--- config.mk ---
export PLATFORM = sky130hd
export DESIGN_NAME = elementary_ca_ring_step_core
export DESIGN_NICKNAME = d
export VERILOG_FILES = /design/src/rtl/ecar_pkg.sv /design/src/rtl/elementary_ca_ring_step_core.sv /design/src/rtl/ecar_step.sv /design/src/rtl/ecar_report.sv
export SDC_FILE = /design/constraint.sdc
export NUM_CORES = 1
export LEC_CHECK = 0
export BUFFER_PORTS_ARGS = -buffer_cell sky130_fd_sc_hd__buf_2
export CORE_MARGIN = 4
export CORE_UTILIZATION = 51
export DETAILED_ROUTE_END_ITERATION = 8
export PLACE_DENSITY = 0.77
export SYNTH_ARGS = -nofsm -noshare
export SYNTH_HDL_FRONTEND = slang
export SYNTH_SLANG_ARGS = --single-unit
--- constraint.sdc ---
create_clock -name clk -period 4.1 [get_ports clk]
set_input_delay 0.82 -clock clk [delete_from_list [all_inputs] [get_ports clk]]
set_output_delay 0.82 -clock clk [all_outputs]
set_load 0.02 [all_outputs]
--- src/rtl/ecar_pkg.sv ---
// Shared types and constants for the elementary automaton ring step block.
// No dependencies; imported by every module in rtl/.
package ecar_pkg;

  localparam int CELLS = 8;
  localparam int CNT_W = $clog2(CELLS + 1);

  typedef logic [CELLS-1:0]  cells_t;
  typedef logic signed [1:0] sign_t;
  typedef logic [CNT_W-1:0]  count_t;

  localparam sign_t SIGN_NEG  = -2'sd1;
  localparam sign_t SIGN_ZERO = 2'sd0;
  localparam sign_t SIGN_POS  = 2'sd1;

  // rule index bits: right neighbour, centre, left neighbour
  localparam int NB_RIGHT  = 0;
  localparam int NB_CENTRE = 1;
  localparam int NB_LEFT   = 2;

  typedef struct packed {
    logic             step_event;
    logic [7:0]       rule_bits;
    logic             scan_connected;
    sign_t            scan_level_sign;
    logic             scan_flip;
    logic [2*CELLS-1:0] cell_toggle_mask;
    cells_t           cell_set_mask;
  } item_t;

  typedef struct packed {
    cells_t gen_current;
    cells_t gen_previous;
    sign_t  scan_dir;
    sign_t  last_level_sign;
  } ca_state_t;

  typedef struct packed {
    cells_t number_a;
    cells_t number_b;
    cells_t number_and;
    cells_t number_xor;
    cells_t number_or;
    count_t count_a;
    count_t count_b;
    count_t count_both;
    count_t count_diff;
    count_t count_any;
    logic   scan_reversed;
  } result_t;

endpackage

--- src/rtl/elementary_ca_ring_step_core.sv ---
// Elementary cellular automaton step on an 8-cell ring, streaming top level.
// Input transaction to result valid: input register, then result register.
// Throughput: 1 transaction per cycle while results drain; a waiting result lets one more in, then tready drops.
// Reset (rst, synchronous, active high): generations cleared, scan direction +1,
// last level 0, fun_mode 0, both pipeline registers empty. Depends on ecar_pkg, ecar_step and ecar_report.
module elementary_ca_ring_step_core (
  input  logic        clk,
  input  logic        rst,
  // configuration: fun_mode
  input  logic        cfg_we,
  input  logic        cfg_wdata,
  // input stream
  input  logic        s_axis_tvalid,
  output logic        s_axis_tready,
  // [0] step_event, [8:1] rule_bits, [9] scan_connected, [11:10] scan_level_sign,
  // [12] scan_flip, [28:13] cell_toggle_mask, [36:29] cell_set_mask, [39:37] zero
  input  logic [39:0] s_axis_tdata,
  // result stream
  output logic        m_axis_tvalid,
  input  logic        m_axis_tready,
  // [7:0] number_a, [15:8] number_b, [23:16] number_and, [31:24] number_xor,
  // [39:32] number_or, [43:40] count_a, [47:44] count_b, [51:48] count_both,
  // [55:52] count_diff, [59:56] count_any, [60] scan_reversed, [63:61] zero
  output logic [63:0] m_axis_tdata
);
  import ecar_pkg::*;

  logic      fun_mode;
  logic      in_valid;
  item_t     in_item;
  logic      out_valid;
  result_t   out_res;
  ca_state_t state;
  ca_state_t state_next;
  result_t   res_next;
  item_t     item_unpacked;
  logic      advance;
  logic      s_acc;

  // Unpack the input transaction; field order follows the tdata comment above.
  always_comb begin
    item_unpacked.step_event       = s_axis_tdata[0];
    item_unpacked.rule_bits        = s_axis_tdata[8:1];
    item_unpacked.scan_connected   = s_axis_tdata[9];
    item_unpacked.scan_level_sign  = sign_t'(s_axis_tdata[11:10]);
    item_unpacked.scan_flip        = s_axis_tdata[12];
    item_unpacked.cell_toggle_mask = s_axis_tdata[28:13];
    item_unpacked.cell_set_mask    = s_axis_tdata[36:29];
  end

  // The held item moves on when the result register is empty or being drained.
  assign advance       = !out_valid || m_axis_tready;
  assign s_axis_tready = !in_valid || advance;
  assign s_acc         = s_axis_tvalid && s_axis_tready;

  always_ff @(posedge clk) begin
    if (rst) begin
      fun_mode <= 1'b0;
    end else if (cfg_we) begin
      fun_mode <= cfg_wdata;
    end
  end

  // Input register
  always_ff @(posedge clk) begin
    if (rst) begin
      in_valid <= 1'b0;
    end else if (s_axis_tready) begin
      in_valid <= s_axis_tvalid;
    end
  end

  always_ff @(posedge clk) begin
    if (s_acc) begin
      in_item <= item_unpacked;
    end
  end

  ecar_step u_step (
    .fun_mode   (fun_mode),
    .item       (in_item),
    .state_cur  (state),
    .state_next (state_next)
  );

  ecar_report u_report (
    .state_in (state_next),
    .result   (res_next)
  );

  // Automaton state commits as the item leaves the input register.
  always_ff @(posedge clk) begin
    if (rst) begin
      state.gen_current     <= '0;
      state.gen_previous    <= '0;
      state.scan_dir        <= SIGN_POS;
      state.last_level_sign <= SIGN_ZERO;
    end else if (in_valid && advance) begin
      state <= state_next;
    end
  end

  // Result register
  always_ff @(posedge clk) begin
    if (rst) begin
      out_valid <= 1'b0;
    end else if (advance) begin
      out_valid <= in_valid;
    end
  end

  always_ff @(posedge clk) begin
    if (in_valid && advance) begin
      out_res <= res_next;
    end
  end

  assign m_axis_tvalid = out_valid;
  assign m_axis_tdata  = {3'b000,
                          out_res.scan_reversed,
                          out_res.count_any,
                          out_res.count_diff,
                          out_res.count_both,
                          out_res.count_b,
                          out_res.count_a,
                          out_res.number_or,
                          out_res.number_xor,
                          out_res.number_and,
                          out_res.number_b,
                          out_res.number_a};

`ifndef NO_ASSERTIONS
  // direction and level never take the out-of-range -2 pattern
  a_dir_range: assert property (@(posedge clk) disable iff (rst)
    state.scan_dir != 2'sb10 && state.last_level_sign != 2'sb10)
    else $error("scan state out of range");

  // |A| + |B| = |A and B| + |A or B|
  a_count_incl: assert property (@(posedge clk) disable iff (rst)
    out_valid |-> ({1'b0, out_res.count_a} + {1'b0, out_res.count_b}) ==
                  ({1'b0, out_res.count_both} + {1'b0, out_res.count_any}))
    else $error("count inclusion-exclusion broken");

  // |A xor B| = |A or B| - |A and B|
  a_count_xor: assert property (@(posedge clk) disable iff (rst)
    out_valid |-> ({1'b0, out_res.count_diff} + {1'b0, out_res.count_both}) ==
                  {1'b0, out_res.count_any})
    else $error("xor count inconsistent");

  // a held item is never overwritten by a new transaction
  a_no_overrun: assert property (@(posedge clk) disable iff (rst)
    (s_acc && in_valid) |-> advance)
    else $error("input register overrun");

  // a stepped item with no previous-generation toggles leaves the old current generation as the previous one
  a_step_copy: assert property (@(posedge clk) disable iff (rst)
    (in_valid && advance && in_item.step_event && in_item.cell_toggle_mask[15:8] == 8'h00)
      |=> state.gen_previous == $past(state.gen_current))
    else $error("previous generation not copied on step");
`endif

endmodule

--- src/rtl/ecar_step.sv ---
// Next-state logic: scan direction handling, rule update of the ring, masks.
// Depends on ecar_pkg.
module ecar_step (
  input  logic               fun_mode,
  input  ecar_pkg::item_t    item,
  input  ecar_pkg::ca_state_t state_cur,
  output ecar_pkg::ca_state_t state_next
);
  import ecar_pkg::*;

  sign_t  dir_sign;
  sign_t  level;
  sign_t  dir_lvl;
  sign_t  dir_new;
  sign_t  last_new;
  cells_t old_gen;
  cells_t rule_gen;
  cells_t cur_stepped;
  cells_t prev_stepped;
  logic [2:0] nb [CELLS];

  always_comb begin
    // sign of the held direction
    if (state_cur.scan_dir[1]) begin
      dir_sign = SIGN_NEG;
    end else if (state_cur.scan_dir != SIGN_ZERO) begin
      dir_sign = SIGN_POS;
    end else begin
      dir_sign = SIGN_ZERO;
    end

    // -2 pattern counts as -1
    if (item.scan_connected) begin
      level = item.scan_level_sign[1] ? SIGN_NEG : item.scan_level_sign;
    end else begin
      level = dir_sign;
    end

    if (level != state_cur.last_level_sign) begin
      dir_lvl  = level;
      last_new = level;
    end else begin
      dir_lvl  = state_cur.scan_dir;
      last_new = state_cur.last_level_sign;
    end

    dir_new = item.scan_flip ? sign_t'(-dir_lvl) : dir_lvl;
  end

  assign old_gen = state_cur.gen_current;

  always_comb begin
    for (int i = 0; i < CELLS; i++) begin
      nb[i][NB_LEFT]   = old_gen[(i == 0) ? CELLS - 1 : i - 1];
      nb[i][NB_CENTRE] = old_gen[i];
      if (i == CELLS - 1) begin
        nb[i][NB_RIGHT] = old_gen[0];
      end else begin
        nb[i][NB_RIGHT] = fun_mode ? old_gen[i] : old_gen[(i + 1) % CELLS];
      end
      rule_gen[i] = item.rule_bits[nb[i]];
    end
  end

  assign cur_stepped  = item.step_event ? rule_gen : state_cur.gen_current;
  assign prev_stepped = item.step_event ? old_gen  : state_cur.gen_previous;

  always_comb begin
    state_next.gen_current  = (cur_stepped ^ item.cell_toggle_mask[CELLS-1:0])
                              | item.cell_set_mask;
    state_next.gen_previous = prev_stepped ^ item.cell_toggle_mask[2*CELLS-1:CELLS];
    state_next.scan_dir        = dir_new;
    state_next.last_level_sign = last_new;
  end

endmodule

--- src/rtl/ecar_report.sv ---
// Result formation: combinations of the two generations, counts, scan order.
// Depends on ecar_pkg.
module ecar_report (
  input  ecar_pkg::ca_state_t state_in,
  output ecar_pkg::result_t   result
);
  import ecar_pkg::*;

  cells_t a;
  cells_t b;
  cells_t v_and;
  cells_t v_xor;
  cells_t v_or;
  logic   rev;

  function automatic count_t popcount(cells_t v);
    count_t n;
    n = '0;
    for (int i = 0; i < CELLS; i++) begin
      n = n + count_t'(v[i]);
    end
    return n;
  endfunction

  function automatic cells_t scan_order(cells_t v, logic reversed);
    cells_t r;
    for (int i = 0; i < CELLS; i++) begin
      r[CELLS - 1 - i] = v[i];
    end
    return reversed ? r : v;
  endfunction

  assign a     = state_in.gen_current;
  assign b     = state_in.gen_previous;
  assign v_and = a & b;
  assign v_xor = a ^ b;
  assign v_or  = a | b;
  assign rev   = state_in.scan_dir[1];

  always_comb begin
    result.number_a      = scan_order(a, rev);
    result.number_b      = scan_order(b, rev);
    result.number_and    = scan_order(v_and, rev);
    result.number_xor    = scan_order(v_xor, rev);
    result.number_or     = scan_order(v_or, rev);
    result.count_a       = popcount(a);
    result.count_b       = popcount(b);
    result.count_both    = popcount(v_and);
    result.count_diff    = popcount(v_xor);
    result.count_any     = popcount(v_or);
    result.scan_reversed = rev;
  end

endmodule

==> Yosys cells after proc, flatten, opt, wreduce, memory -nomap -nowiden <==
Cells that the tools add are included.
{ "word_totals": {"regBits": 121, "out_inout_bits": 66, "inputBits": 46, "elab_cells": 120} }
{ "op_classes": {"eq_ne": 1, "bitwise_logic": 6, "reduce_logical": 8, "add_sub_neg": 36, "n_lt_le_gt_ge": 8, "n_mux": 36} }
{ "ops": {"columns": ["op", "count"], "rows": [
  ["4-bit by 1-bit adder with 4-bit output", 30],
  ["8-bit 2-to-1 mux", 7],
  ["3-bit by 4-bit less-than comparator with 1-bit output (second input constant)", 8],
  ["1-bit binary-select mux with 3-bit select", 8],
  ["8-bit bitwise XOR", 3],
  ["1-bit 2-to-1 mux", 16],
  ["8-bit OR", 2],
  ["1-bit by 1-bit adder with 2-bit output", 5],
  ["2-bit 2-to-1 mux", 5],
  ["8-bit AND", 1],
  ["1-bit logical AND", 2],
  ["1-bit zero test", 2],
  ["1-bit logical OR", 2],
  ["2-bit inequality test", 1],
  ["2-bit negation", 1],
  ["2-bit AND reduction", 1],
  ["2-bit nonzero test", 1]
]} }

==> Logic depth before layout (Yosys ltp) <==
{ "logic_depth": {"depth_word": 14, "depth_mapped": 17, "mapped_depth_nobuf": 16} }

==> Cells and area by module <==
A second synthesis with hierarchy kept.
{ "hier_totals": {"hier_cells": 501, "area_unflattened_um2": 6613.8} }
{ "modules_own_cells": {"columns": ["module", "seq_area_each_um2", "instances", "cells_each", "area_per_inst_um2"], "rows": [
  ["elementary_ca_ring_step_core", 3403.3, 1, 202, 4002.6],
  ["ecar_report", 0.0, 1, 180, 1536.5],
  ["ecar_step", 0.0, 1, 119, 1074.8]
]} }

==> Worst setup path after synthesis <==
Ideal clock, no wire load.
{ "synth_path": {"kind": "register -> register", "start": "reg fun_mode", "end": "reg out_res (netlist bit m_axis_tdata[54]), data pin", "setup_time_ps": 257, "slack_ps": -441, "path_buffers": 1, "arrival_time_ps": 4283, "required_time_ps": 3843, "stages_incl_launch_ff": 16, "synth_period_minus_slack_ps": 4541, "cell_sequence": "dfxtp_1 -> buf_2 -> mux2i_1 -> mux4_2 -> nand2_1 -> xor2_1 -> a22o_1 -> ha_1 -> ha_1 -> inv_1 -> fa_1 -> fa_1 -> inv_1 -> fa_1 -> fa_1 -> xor2_1"} }
{ "synth_lines": {"columns": ["item", "line", "source"], "rows": [
  ["start, declared", "elementary_ca_ring_step_core.sv:28", "logic fun_mode;"],
  ["start signal, assigned", "elementary_ca_ring_step_core.sv:60", "fun_mode <= cfg_wdata;"],
  ["end signal, assigned", "elementary_ca_ring_step_core.sv:114", "out_res <= res_next;"],
  ["end, declared", "elementary_ca_ring_step_core.sv:32", "result_t out_res;"]
]} }

==> reports/metrics.cfg <==
[critical_path]
cp_slowest_cell=mux4_2
cp_max_fo=4
crit_type=reg -> reg
path_cells=mux2i_4 > mux4_2 > nand2_2 > xor2_1 > a22o_2 > buf_6 > inv_4 > ha_4 > ha_4 > fa_1 > fa_1 > inv_1 > fa_2 > inv_2 > fa_1
worstPathArrival_ns=4.42
cp.required_ns=4.25
cp-start-kind=register
critPathTopFamily=adder cells
path_common_cell=fa_1
crit_path_end_kind=register
cp_num_buf_inv=4
ff2ff_setup_slack_ns=-0.17
max_stage_delay_ns=0.53

[clock_network]
cts_tree=built
clock_path_buffers=2
cts_buffers=17
insertion_delay_ns=0.41
path_clk_slew_ns=0.05
clock-sinks=121
h-tree-depth=4
hold_buffers=0
clockRootBuffer=clkbuf_16

[worst_hold_path]
hold_class=reg -> reg

[sta]
fmax_ghz=0.234
fin_ws_ns=-0.168
relSlewSlack_pct=46.7
min_period_over_period_pct=104
drv_slew=0
rsz0062_at_grt=yes
setup_viol=9
fin_skew_ns=0.00608
tightest_slew_ns=0.799
period_needed_ns=4.27
finalHoldViolCount=0

[die]
initial_core_util_pct=52.6
die_h_um=120
die_x_um=120
core_area_um2=12200
fp.dieArea_um2=14400
io_pins=112
rows=40

[place]
place_inst=778
place_hpwl_um=9750
port_buffers=105
gp_congestion=0.919

[power_and_ir_drop]
clockPowerShare_pct=32.8
sequentialPowerShare_pct=35.5
p_int_mw=3.16
p_leak_nw=3.43
switchingPower_mw=1.37
peakVddDrop_v=0.000303
power.density_nw_per_um2=545
switching_share_pct=30.2
combPwrFrac_pct=31.6

[grt]
grt_pass1_wl_um=21000
grt-ovfl-total=0
grt_max_degree=40
grt_pass1_vias=4321
antenna_found_initial=0
track_usage_pct=18.8

[synth]
syn_area_um2=6390
ys_ff_latch=121
synth_cells=477
postSynthAreaPerCell_um2=13.4
seq_area_frac_synth_pct=53.2
yosysUniqueCellTypes=37
synth_warnings=0

[route]
drcViolationCount=0
antenna_left=0
routedWlPerCell_um=16.0
drt_first_pass_iters=4
drtIter0Drc=210
wl_met1_um=5260
top_layer=met4
vias=4194
met3_length_um=900
viasPerCell=5.13
met2_length_um=6600
drt_wl_total_um=13100

[flow_run]
cap_violations=0

[final_layout]
multi_input_area_um2=2890
fin_cells=817
area.growth.synth_to_final_pct=29.8
final_cell_mix=buf_2, edfxtp_1, buf_4
antenna_cells=0
layout-drive-gt1-share_pct=39.8
utilization_pct=68.2
nets=733
fill_cells=848
final_common_cell=buf_2
seq_area_um2=3410

[status]
violations=negative setup slack
outcome=finished with violations

final cells by class:
cell class,instances,area share [%]
clock buffer,17,5.13
clock inverter,15,2.14
inverter,54,2.47
multi-input combinational,282,34.8
sequential,121,41.1
tap,168,2.53
timing repair buffer,160,11.9
through the flow:
step	area [um^2]	setup TNS, ns	power [mW]	setup slack, ns	hold WS (ns)
final	8290	-0.803	4.52	-0.168	0.490
after global routing	8290	-1.85	4.78	-0.278	0.516
after CTS	8130	-1.29	4.48	-0.221	0.492
after detailed placement	7480	-1.87	2.95	-0.275	0.478
after global placement	7480	-1.20	2.87	-0.222	0.465
after floorplan	6450	-0.268	2.52	-0.151	0.454
worst min-delay path, stage by stage (launching register included):
cell	delay, ns
dfxtp_1	0.32
a21oi_1	0.06
nor2_1	0.07
logic make-up after synthesis:
family	Yosys count	synth area share (%)
adder cells (fa/ha/maj)	51	12.3
AO/OA/AOI/OAI	44	4.15
XOR/XNOR	31	4.37
flip-flops	121	53.2
other	1	0.0587
multiplexers	72	14.8
AND/OR/NAND/NOR	81	6.11
buffers and inverters	76	4.95
routing by layer:
metal	track usage [%]	up-vias
li1	-	1992
met1	22.3	2021
met2	32.1	151
met3	5.04	30
met4	8.02	0
met5	0	-
worst paths after layout:
path / cells past startpoint / from / to
worst max-delay path: 15 / fun_mode / m_axis_tdata[49]
worst min-delay path: 2 / state[9] / state[9]
worst min register to register: 2 / state[9] / state[9]
worst max register to register: 15 / fun_mode / m_axis_tdata[49]
Yosys cell counts:
library cell / instances / area share [%]
edfxtp_1: 98 / 46
inv_1: 44 / 2.6
nor2_1: 41 / 2.4
mux2i_1: 39 / 6.1
ha_1: 31 / 6.1
xor2_1: 25 / 3.4
dfxtp_1: 23 / 7.2
a21oi_1: 20 / 1.6
fa_1: 20 / 6.3
mux2_1: 16 / 2.8
mux4_2: 16 / 5.6
clkbuf_1: 14 / 0.82
nor2b_1: 12 / 1.2
inv_2: 10 / 0.59
nand2_1: 10 / 0.59
nand3b_1: 7 / 0.82
o21ai_1: 7 / 0.55
a22o_1: 6 / 0.82
buf_4: 6 / 0.70
nand2b_1: 6 / 0.59
xnor2_1: 5 / 0.69
a211oi_1: 3 / 0.35
nor3_1: 2 / 0.16
o21ai_0: 2 / 0.16
o22ai_1: 2 / 0.20
a21o_1: 1 / 0.12
a32oi_1: 1 / 0.14
and2_1: 1 / 0.098
buf_2: 1 / 0.078
buf_6: 1 / 0.18
conb_1: 1 / 0.059
mux2i_2: 1 / 0.22
nor3_2: 1 / 0.16
nor3b_1: 1 / 0.12
o21a_1: 1 / 0.12
o2bb2ai_1: 1 / 0.14
xor2_2: 1 / 0.25
registers in the layout, summed over array words and instances, names as in the netlist:
register,cells
state,20
fun_mode,1
in_valid,1
in_item,37
m_axis_tdata,61
m_axis_tvalid,1
power by group through the flow:
stage | clock network [mW] | registers (mW) | logic (mW)
floorplan | 0 | 1.74 | 0.783
global placement | 0 | 1.63 | 1.24
detailed placement | 0 | 1.63 | 1.31
CTS | 1.51 | 1.61 | 1.36
global route | 1.58 | 1.62 | 1.58
finish | 1.49 | 1.61 | 1.43
repair_timing:
action                     in CTS  in global routing
resized for setup               9                 28
setup endpoints to repair      10                 12
buffers inserted                1                  6
pin swaps                       2                  6
No activity file was read; power rests on OpenSTA's default activity.
